--- src/rtl/hbk_pkg.sv ---
// ---------------------------------------------------------------------------
// hbk_pkg
// Shared types and constants for the boot keyboard report differ: event
// slot layout, usage codes and the report entry carried through the queue.
// ---------------------------------------------------------------------------
package hbk_pkg;

   localparam int KEY_SLOTS = 6;
   localparam int MOD_BITS  = 8;
   localparam int EVT_COUNT = MOD_BITS + 2 * KEY_SLOTS;

   localparam logic [7:0] ROLLOVER_CODE   = 8'h01;
   localparam logic [7:0] MOD_BASE_CODE   = 8'd224;
   localparam logic [7:0] LOWEST_REAL_KEY = 8'd3;

   localparam logic KIND_PRESS   = 1'b0;
   localparam logic KIND_RELEASE = 1'b1;

   typedef logic [KEY_SLOTS-1:0][7:0] key_array_type;
   typedef logic [EVT_COUNT-1:0]      evt_mask_type;

   // event positions: modifier bits first, then per slot a release of the
   // old code followed by a press of the new code
   typedef struct packed {
      evt_mask_type  mask;
      logic [7:0]    mods;
      key_array_type old_keys;
      key_array_type new_keys;
   } report_entry_type;

   typedef struct packed {
      logic can_push;
      logic can_pop;
   } queue_status_type;

endpackage

--- src/rtl/hbk_front.sv ---
// ---------------------------------------------------------------------------
// hbk_front
// Accepts reports, drops rollover reports, compares each report with the
// stored one and queues the set of events that it causes.
// ---------------------------------------------------------------------------
module hbk_front (
   input  logic                      clock,
   input  logic                      reset,
   input  logic                      req_valid,
   output logic                      req_stall,
   input  logic [7:0]                req_mods,
   input  hbk_pkg::key_array_type    req_keys,
   input  hbk_pkg::queue_status_type q_status,
   output logic                      push,
   output hbk_pkg::report_entry_type push_entry
);
   import hbk_pkg::*;

   logic [7:0]    prev_mods_ff;
   logic [7:0]    prev_mods_in;
   key_array_type prev_keys_ff;
   key_array_type prev_keys_in;
   evt_mask_type  mask;
   logic          accept;
   logic          rollover;

   function automatic logic slot_has(key_array_type slots, logic [7:0] code);
      logic hit;
      hit = 1'b0;
      for (int j = 0; j < KEY_SLOTS; j++) begin
         hit = hit | (slots[j] == code);
      end
      return hit;
   endfunction

   assign req_stall = !q_status.can_push;
   assign accept    = req_valid && q_status.can_push;
   assign rollover  = (req_keys[0] == ROLLOVER_CODE);

   always_comb begin
      for (int i = 0; i < MOD_BITS; i++) begin
         mask[i] = req_mods[i] ^ prev_mods_ff[i];
      end
      for (int i = 0; i < KEY_SLOTS; i++) begin
         mask[MOD_BITS + 2*i]     = (prev_keys_ff[i] > LOWEST_REAL_KEY)
                                    && !slot_has(req_keys, prev_keys_ff[i]);
         mask[MOD_BITS + 2*i + 1] = (req_keys[i] > LOWEST_REAL_KEY)
                                    && !slot_has(prev_keys_ff, req_keys[i]);
      end
   end

   assign push                = accept && !rollover && (mask != '0);
   assign push_entry.mask     = mask;
   assign push_entry.mods     = req_mods;
   assign push_entry.old_keys = prev_keys_ff;
   assign push_entry.new_keys = req_keys;

   always_comb begin
      prev_mods_in = prev_mods_ff;
      prev_keys_in = prev_keys_ff;
      if (accept && !rollover) begin
         prev_mods_in = req_mods;
         prev_keys_in = req_keys;
      end
   end

   always_ff @(posedge clock) begin
      if (reset) begin
         prev_mods_ff <= '0;
         prev_keys_ff <= '0;
      end else begin
         prev_mods_ff <= prev_mods_in;
         prev_keys_ff <= prev_keys_in;
      end
   end

   a_rollover_holds_state: assert property (@(posedge clock) disable iff (reset)
      (accept && rollover) |=> ($stable(prev_mods_ff) && $stable(prev_keys_ff)))
      else $error("rollover report changed stored state");

   a_push_needs_room: assert property (@(posedge clock) disable iff (reset)
      push |-> q_status.can_push)
      else $error("push into full queue");

   a_no_empty_push: assert property (@(posedge clock) disable iff (reset)
      push |-> (push_entry.mask != '0))
      else $error("queued report with no events");

endmodule

--- src/rtl/hbk_queue.sv ---
// ---------------------------------------------------------------------------
// hbk_queue
// Short queue of classified reports between the front and the back.
// ---------------------------------------------------------------------------
module hbk_queue #(
   parameter int DEPTH = 2
) (
   input  logic                      clock,
   input  logic                      reset,
   input  logic                      push,
   input  hbk_pkg::report_entry_type push_entry,
   input  logic                      pop,
   output hbk_pkg::report_entry_type pop_entry,
   output hbk_pkg::queue_status_type status
);
   import hbk_pkg::*;

   localparam int PTR_W = (DEPTH > 1) ? $clog2(DEPTH) : 1;
   localparam int CNT_W = $clog2(DEPTH + 1);
   localparam logic [PTR_W-1:0] LAST_PTR = PTR_W'(DEPTH - 1);
   localparam logic [CNT_W-1:0] FULL_CNT = CNT_W'(DEPTH);

   report_entry_type entry_ff [DEPTH];
   logic [PTR_W-1:0] wr_ptr_ff;
   logic [PTR_W-1:0] wr_ptr_in;
   logic [PTR_W-1:0] rd_ptr_ff;
   logic [PTR_W-1:0] rd_ptr_in;
   logic [CNT_W-1:0] count_ff;
   logic [CNT_W-1:0] count_in;
   logic             do_push;
   logic             do_pop;

   assign status.can_push = (count_ff != FULL_CNT);
   assign status.can_pop  = (count_ff != '0);
   assign do_push         = push && status.can_push;
   assign do_pop          = pop && status.can_pop;
   assign pop_entry       = entry_ff[rd_ptr_ff];

   always_comb begin
      wr_ptr_in = wr_ptr_ff;
      rd_ptr_in = rd_ptr_ff;
      count_in  = count_ff;
      if (do_push) begin
         wr_ptr_in = (wr_ptr_ff == LAST_PTR) ? '0 : wr_ptr_ff + 1'b1;
      end
      if (do_pop) begin
         rd_ptr_in = (rd_ptr_ff == LAST_PTR) ? '0 : rd_ptr_ff + 1'b1;
      end
      if (do_push && !do_pop) begin
         count_in = count_ff + 1'b1;
      end else if (do_pop && !do_push) begin
         count_in = count_ff - 1'b1;
      end
   end

   always_ff @(posedge clock) begin
      if (reset) begin
         wr_ptr_ff <= '0;
         rd_ptr_ff <= '0;
         count_ff  <= '0;
      end else begin
         wr_ptr_ff <= wr_ptr_in;
         rd_ptr_ff <= rd_ptr_in;
         count_ff  <= count_in;
      end
   end

   always_ff @(posedge clock) begin
      if (do_push) begin
         entry_ff[wr_ptr_ff] <= push_entry;
      end
   end

   a_count_bound: assert property (@(posedge clock) disable iff (reset)
      count_ff <= FULL_CNT)
      else $error("queue count beyond depth");

   a_push_grows: assert property (@(posedge clock) disable iff (reset)
      (do_push && !do_pop) |=> (count_ff == $past(count_ff) + 1'b1))
      else $error("queue count did not advance on push");

   a_pop_shrinks: assert property (@(posedge clock) disable iff (reset)
      (do_pop && !do_push) |=> (count_ff == $past(count_ff) - 1'b1))
      else $error("queue count did not drop on pop");

endmodule

--- src/rtl/hbk_back.sv ---
// ---------------------------------------------------------------------------
// hbk_back
// Takes one classified report from the queue and emits its events in
// position order, one per cycle unless rsp_stall holds the output register.
// ---------------------------------------------------------------------------
module hbk_back (
   input  logic                      clock,
   input  logic                      reset,
   input  hbk_pkg::queue_status_type q_status,
   input  hbk_pkg::report_entry_type pop_entry,
   output logic                      pop,
   output logic                      rsp_valid,
   input  logic                      rsp_stall,
   output logic                      rsp_event_kind,
   output logic [7:0]                rsp_key_code,
   output logic                      rsp_last_event
);
   import hbk_pkg::*;

   logic             busy_ff;
   logic             busy_in;
   report_entry_type work_ff;
   report_entry_type work_in;
   logic             rsp_valid_ff;
   logic             rsp_valid_in;
   logic             kind_ff;
   logic             kind_in;
   logic [7:0]       code_ff;
   logic [7:0]       code_in;
   logic             last_ff;
   logic             last_in;
   logic             advance;
   logic             fire;
   evt_mask_type     pick;
   evt_mask_type     remaining;
   logic             pick_kind;
   logic [7:0]       pick_code;

   assign advance   = !rsp_valid_ff || !rsp_stall;
   assign fire      = busy_ff && advance;
   assign pop       = !busy_ff && q_status.can_pop;
   assign pick      = work_ff.mask & (~work_ff.mask + 1'b1);
   assign remaining = work_ff.mask & ~pick;

   always_comb begin
      pick_kind = 1'b0;
      pick_code = '0;
      for (int i = 0; i < MOD_BITS; i++) begin
         if (pick[i]) begin
            pick_kind = pick_kind | ~work_ff.mods[i];
            pick_code = pick_code | (MOD_BASE_CODE + 8'(i));
         end
      end
      for (int i = 0; i < KEY_SLOTS; i++) begin
         if (pick[MOD_BITS + 2*i]) begin
            pick_kind = pick_kind | KIND_RELEASE;
            pick_code = pick_code | work_ff.old_keys[i];
         end
         if (pick[MOD_BITS + 2*i + 1]) begin
            pick_kind = pick_kind | KIND_PRESS;
            pick_code = pick_code | work_ff.new_keys[i];
         end
      end
   end

   always_comb begin
      busy_in      = busy_ff;
      work_in      = work_ff;
      rsp_valid_in = advance ? 1'b0 : rsp_valid_ff;
      kind_in      = kind_ff;
      code_in      = code_ff;
      last_in      = last_ff;
      if (fire) begin
         busy_in      = (remaining != '0);
         work_in.mask = remaining;
         rsp_valid_in = 1'b1;
         kind_in      = pick_kind;
         code_in      = pick_code;
         last_in      = (remaining == '0);
      end else if (pop) begin
         busy_in = 1'b1;
         work_in = pop_entry;
      end
   end

   always_ff @(posedge clock) begin
      if (reset) begin
         busy_ff      <= 1'b0;
         rsp_valid_ff <= 1'b0;
         work_ff      <= '0;
      end else begin
         busy_ff      <= busy_in;
         rsp_valid_ff <= rsp_valid_in;
         work_ff      <= work_in;
      end
   end

   always_ff @(posedge clock) begin
      kind_ff <= kind_in;
      code_ff <= code_in;
      last_ff <= last_in;
   end

   assign rsp_valid      = rsp_valid_ff;
   assign rsp_event_kind = kind_ff;
   assign rsp_key_code   = code_ff;
   assign rsp_last_event = last_ff;

   a_busy_has_work: assert property (@(posedge clock) disable iff (reset)
      busy_ff |-> (work_ff.mask != '0))
      else $error("busy with no pending events");

   a_more_follows: assert property (@(posedge clock) disable iff (reset)
      (rsp_valid_ff && !last_ff) |-> busy_ff)
      else $error("report ended without a last event");

   a_one_pick: assert property (@(posedge clock) disable iff (reset)
      busy_ff |-> $onehot(pick))
      else $error("event pick not one-hot");

endmodule

--- src/rtl/hid_boot_keyboard_report_differ.sv ---
// ---------------------------------------------------------------------------
// hid_boot_keyboard_report_differ
// Turns USB HID boot keyboard reports into key press and release events.
// ---------------------------------------------------------------------------
// Usage:
//   req_* carries one report per transaction: modifier byte and six key
//   slots. A report whose first slot holds the rollover code is taken and
//   dropped; every other report is compared with the stored one.
//   rsp_* carries one event per transaction: kind (0 press, 1 release), the
//   usage code (modifiers as 224 to 231) and a flag on the report's final
//   event. A report that changes nothing gives no events.
//   The first event of a report passes through the report queue, the
//   emitter's work register and the event register before it is valid.
//   The emitter loads one report, then emits one event per cycle while
//   rsp_stall is low, up to 20 events, before it loads the next report.
//   The front takes a report whenever the report queue (QUEUE_DEPTH
//   entries) has room, so it keeps accepting while events still drain.
//   While an event is valid and rsp_stall is high, the event register holds;
//   the emitter and, once the queue is full, req_stall back up behind it.
//   Reset clears the stored report to all zero and empties the queue.
// ---------------------------------------------------------------------------
module hid_boot_keyboard_report_differ #(
   parameter int QUEUE_DEPTH = 2
) (
   input  logic       clock,
   input  logic       reset,
   input  logic       req_valid,
   output logic       req_stall,
   input  logic [7:0] req_modifier_bits,
   input  logic [7:0] req_key_slot_0,
   input  logic [7:0] req_key_slot_1,
   input  logic [7:0] req_key_slot_2,
   input  logic [7:0] req_key_slot_3,
   input  logic [7:0] req_key_slot_4,
   input  logic [7:0] req_key_slot_5,
   output logic       rsp_valid,
   input  logic       rsp_stall,
   output logic       rsp_event_kind,
   output logic [7:0] rsp_key_code,
   output logic       rsp_last_event
);
   import hbk_pkg::*;

   key_array_type    req_keys;
   queue_status_type q_status;
   logic             push;
   logic             pop;
   report_entry_type push_entry;
   report_entry_type pop_entry;

   assign req_keys[0] = req_key_slot_0;
   assign req_keys[1] = req_key_slot_1;
   assign req_keys[2] = req_key_slot_2;
   assign req_keys[3] = req_key_slot_3;
   assign req_keys[4] = req_key_slot_4;
   assign req_keys[5] = req_key_slot_5;

   hbk_front u_front (
      .clock      (clock),
      .reset      (reset),
      .req_valid  (req_valid),
      .req_stall  (req_stall),
      .req_mods   (req_modifier_bits),
      .req_keys   (req_keys),
      .q_status   (q_status),
      .push       (push),
      .push_entry (push_entry)
   );

   hbk_queue #(
      .DEPTH (QUEUE_DEPTH)
   ) u_queue (
      .clock      (clock),
      .reset      (reset),
      .push       (push),
      .push_entry (push_entry),
      .pop        (pop),
      .pop_entry  (pop_entry),
      .status     (q_status)
   );

   hbk_back u_back (
      .clock          (clock),
      .reset          (reset),
      .q_status       (q_status),
      .pop_entry      (pop_entry),
      .pop            (pop),
      .rsp_valid      (rsp_valid),
      .rsp_stall      (rsp_stall),
      .rsp_event_kind (rsp_event_kind),
      .rsp_key_code   (rsp_key_code),
      .rsp_last_event (rsp_last_event)
   );

endmodule
--- config.mk ---
export PLATFORM = sky130hd
export DESIGN_NAME = hid_boot_keyboard_report_differ
export DESIGN_NICKNAME = d
export VERILOG_FILES = /design/src/rtl/hbk_pkg.sv /design/src/rtl/hbk_front.sv /design/src/rtl/hbk_queue.sv /design/src/rtl/hbk_back.sv /design/src/rtl/hid_boot_keyboard_report_differ.sv
export SDC_FILE = /design/constraint.sdc
export NUM_CORES = 1
export LEC_CHECK = 0
export BUFFER_PORTS_ARGS = -buffer_cell sky130_fd_sc_hd__clkbuf_2
export CAP_MARGIN = 20
export CORE_UTILIZATION = 40
export CTS_CLUSTER_DIAMETER = 100
export DETAILED_ROUTE_END_ITERATION = 16
export GPL_TIMING_DRIVEN = 0
export MAX_ROUTING_LAYER = met4
export PLACE_DENSITY = 0.52
export SLEW_MARGIN = 20
export SYNTH_ARGS = -nofsm -noshare
export SYNTH_HDL_FRONTEND = slang
export SYNTH_SLANG_ARGS = --single-unit
--- constraint.sdc ---
create_clock -name clock -period 31.3 [get_ports clock]
set_input_delay 1.565 -clock clock [delete_from_list [all_inputs] [get_ports clock]]
set_output_delay 1.565 -clock clock [all_outputs]
set_load 0.03 [all_outputs]
==> flow_summary.yaml <==
power:
  p_leak_uw: 0.00804
  cellPowerDensity_mw_per_mm2: 96.6
  finalPower_uw: 2280
  ir_drop_v: 0.0000471
global_routing:
  antenna_found_initial: 0
  grt-busiest-layer: "met2"
  grtUsageMet3_pct: 3.85
  grt_overflow: 0
  grt_pass1_vias: 14800
  grt_util_met1_pct: 35.2
  gr-usage-met2_pct: 42.2
  grt_max_degree: 19
  grt_use_total_pct: 27.2
  grt_pass1_wl_um: 101000
timing:
  drv_slew: 0
  final-hold-violation-count: 0
  setup_viol: 0
  grt_setup_unrepaired: "false"
  setup_tns_ns: 0
  fin_crit_ns: 5.63
  timing.slew.headroom_pct: 27.7
  finalCritPeriodShare_pct: 18.0
  max_freq_mhz: 178
  fin_skew_ns: 0.0310
  worst_pin_slew_ns: 1.09
finish:
  final_util_pct: 46.9
  syn2layout_area_growth_pct: 15.0
  drive_above_1_share_pct: 10.7
  fin_nets: 2084
  mostFrequentLayoutCell: "edfxtp_1"
  layout_common_cells: "edfxtp_1, dfxtp_1, xnor2_1"
routing:
  drt_wl_total_um: 69300
  viasPerCell: 5.58
  drc: 0
  antenna_left: 0
  drt-initial-drc-count: 1565
  drtPass1Iterations: 5
  num_vias: 15300
  wl_per_cell_um: 25.3
run_status:
  status: "finished clean"
critical_path:
  r2r-end: "u_queue.entry_ff[1][22]"
  start_kind: "primary input"
  cpMostUsedCell: "buf_6"
  worstPathRequired_ns: 31.58
  endpoint_kind: "register"
  cp_cell_sequence: "clkbuf_2, clkbuf_1, xnor2_1, nand4_1, nor2_1, or3_1, nor4_1, nor4_1, nor4b_1, nor3b_2, buf_6, buf_6, buf_4, buf_6, buf_4"
  reg2reg_slack_ns: 26.35
  critical-path-top-delay-family: "simple AND/OR/NAND/NOR gates"
  arrival_ns: 5.91
  critPathSlowestCell: "nor4_1"
  critPathMaxStageDelay_ns: 0.78
  cp_num_buf_inv: 7
  r2r_cells: 14
  critPathLaunch: "req_key_slot_2[7]"
  path_class: "in2reg"
  cp_max_fo: 9
  rr_startpoint: "u_front.push_entry[87]"
flow_run:
  max_cap_viol_count: 0
floorplan:
  die_y_um: 229
  rows: 82
  num_io_pins: 72
  die_x_um: 229
  die_area_mm2: 0.0523
  start_util_pct: 40.8
  core_area_mm2: 0.0504
logic_synthesis:
  async_flop_share_pct: 0
  synth_ff_type: "edfxtp_1"
  ys_ff_latch: 445
  synth_cell_type_count: 64
  synth_edf_count: 258
  synth_cells: 1866
  synth_nets: 1927
  syn-cell-area_mm2: 0.0205
  yosysSeqAreaShare_pct: 55.9
  yosysWarnings: 0
  avgSynthCellArea_um2: 11.0
worst_hold_path:
  hold_start: "u_front.push_entry[50]"
  worst_hold_path.endpoint: "u_queue.entry_ff[1][50]"
  hold_depth: 0
  min_path_type: "reg2reg"
place:
  dp_hpwl_um: 50400
  portBuffers: 70
  gp_congestion: 0.997
cts:
  cts_inserted_buffers: 49
  cts_setup_buffers: 0
  cts.clk_slew.worst_paths_ns: 0.06
  clock_latency_ns: 0.60
  clkSinkCount: 445
  cts_tree: "built"
  cts_max_level: 2
  cts_buffer_depth: 3
  hold_buffers: 0
  post_cts_resized: 0
  root_buffer: "clkbuf_16"
cell usage after synthesis, types with 5 or more instances:
library cell | number | area, um^2
mux2i_1 | 117 | 1170
a211oi_1 | 114 | 856
nor2_1 | 177 | 664
nand3_1 | 11 | 55.1
dfxtp_1 | 187 | 3740
clkbuf_1 | 156 | 586
nand2_1 | 170 | 638
mux2_2 | 5 | 56.3
xor2_1 | 114 | 998
buf_2 | 21 | 105
xnor2_1 | 185 | 1620
o21ai_0 | 13 | 65.1
inv_1 | 10 | 37.5
a222oi_1 | 8 | 80.1
nor4_1 | 43 | 269
nor3_1 | 16 | 80.1
nand4_1 | 51 | 319
a221oi_1 | 11 | 96.3
or3_1 | 10 | 62.6
a21oi_1 | 87 | 435
edfxtp_1 | 258 | 7750
a22oi_1 | 12 | 90.1
buf_1 | 10 | 37.5
or4_1 | 13 | 97.6
how the worst max path moves through the flow:
| stage | end | depth (start not counted) | slack [ns] |
|---|---|---|---|
| finish | u_queue.entry_ff[1][22] | 15 | 25.67 |
| global route | u_queue.entry_ff[1][85] | 15 | 25.50 |
| CTS | u_queue.entry_ff[1][25] | 15 | 25.78 |
| detailed placement | u_queue.entry_ff[1][74] | 15 | 25.20 |
| global placement | u_queue.entry_ff[1][73] | 10 | 10.46 |
| floorplan | u_queue.entry_ff[1][0] | 9 | 18.48 |
cell type report:
class                      instances  area (um^2)
sequential                       445        11500
tap                              672          841
timing repair buffer             106          658
buffer                           188          739
antenna                            1         2.50
clock inverter                    19          170
clock buffer                      71         1390
inverter                          11         41.3
fill                            4627        26700
multi-input combinational       1222         8300
kinds of logic after synthesis:
kind of cell / synth area share [%]
AO/OA/AOI/OAI: 8.93
flip-flops: 55.9
AND/OR/NAND/NOR: 12.4
adder cells (fa/ha/maj): 0.207
multiplexers: 5.97
buffers and inverters: 3.80
XOR/XNOR: 12.7
layer usage:
metal	wire, um	up-vias
li1	-	6988
met1	29600	7546
met2	32200	591
met3	4280	147
met4	3260	0
met5	0	-
report_power, final:
part           total (uW)  switching (uW)  internal, uW
Sequential            895            79.3           815
Clock                 562             236           326
Combinational         826             549           277
registers in the layout, indices dropped and copies added, names as in the netlist, 2 cells and up, named ones only:
name                  count
u_front.push_entry       48
u_queue.entry_ff        248
u_front.prev_mods_ff      8
u_back.rsp_key_code       8
u_queue.count_ff          2
u_back.work_ff          124
stage by stage:
stage	hold WS (ns)	setup WS, ns	cell area [um^2]	cells
after CTS	0.442	25.78	23600	2734
after detailed placement	0.433	25.20	22100	2644
after global routing	0.457	25.50	23600	2734
after floorplan	0.420	18.48	20500	1866
final	0.435	25.67	23600	2735
after global placement	0.428	10.46	21700	2608
No activity file was read; power rests on OpenSTA's default activity.
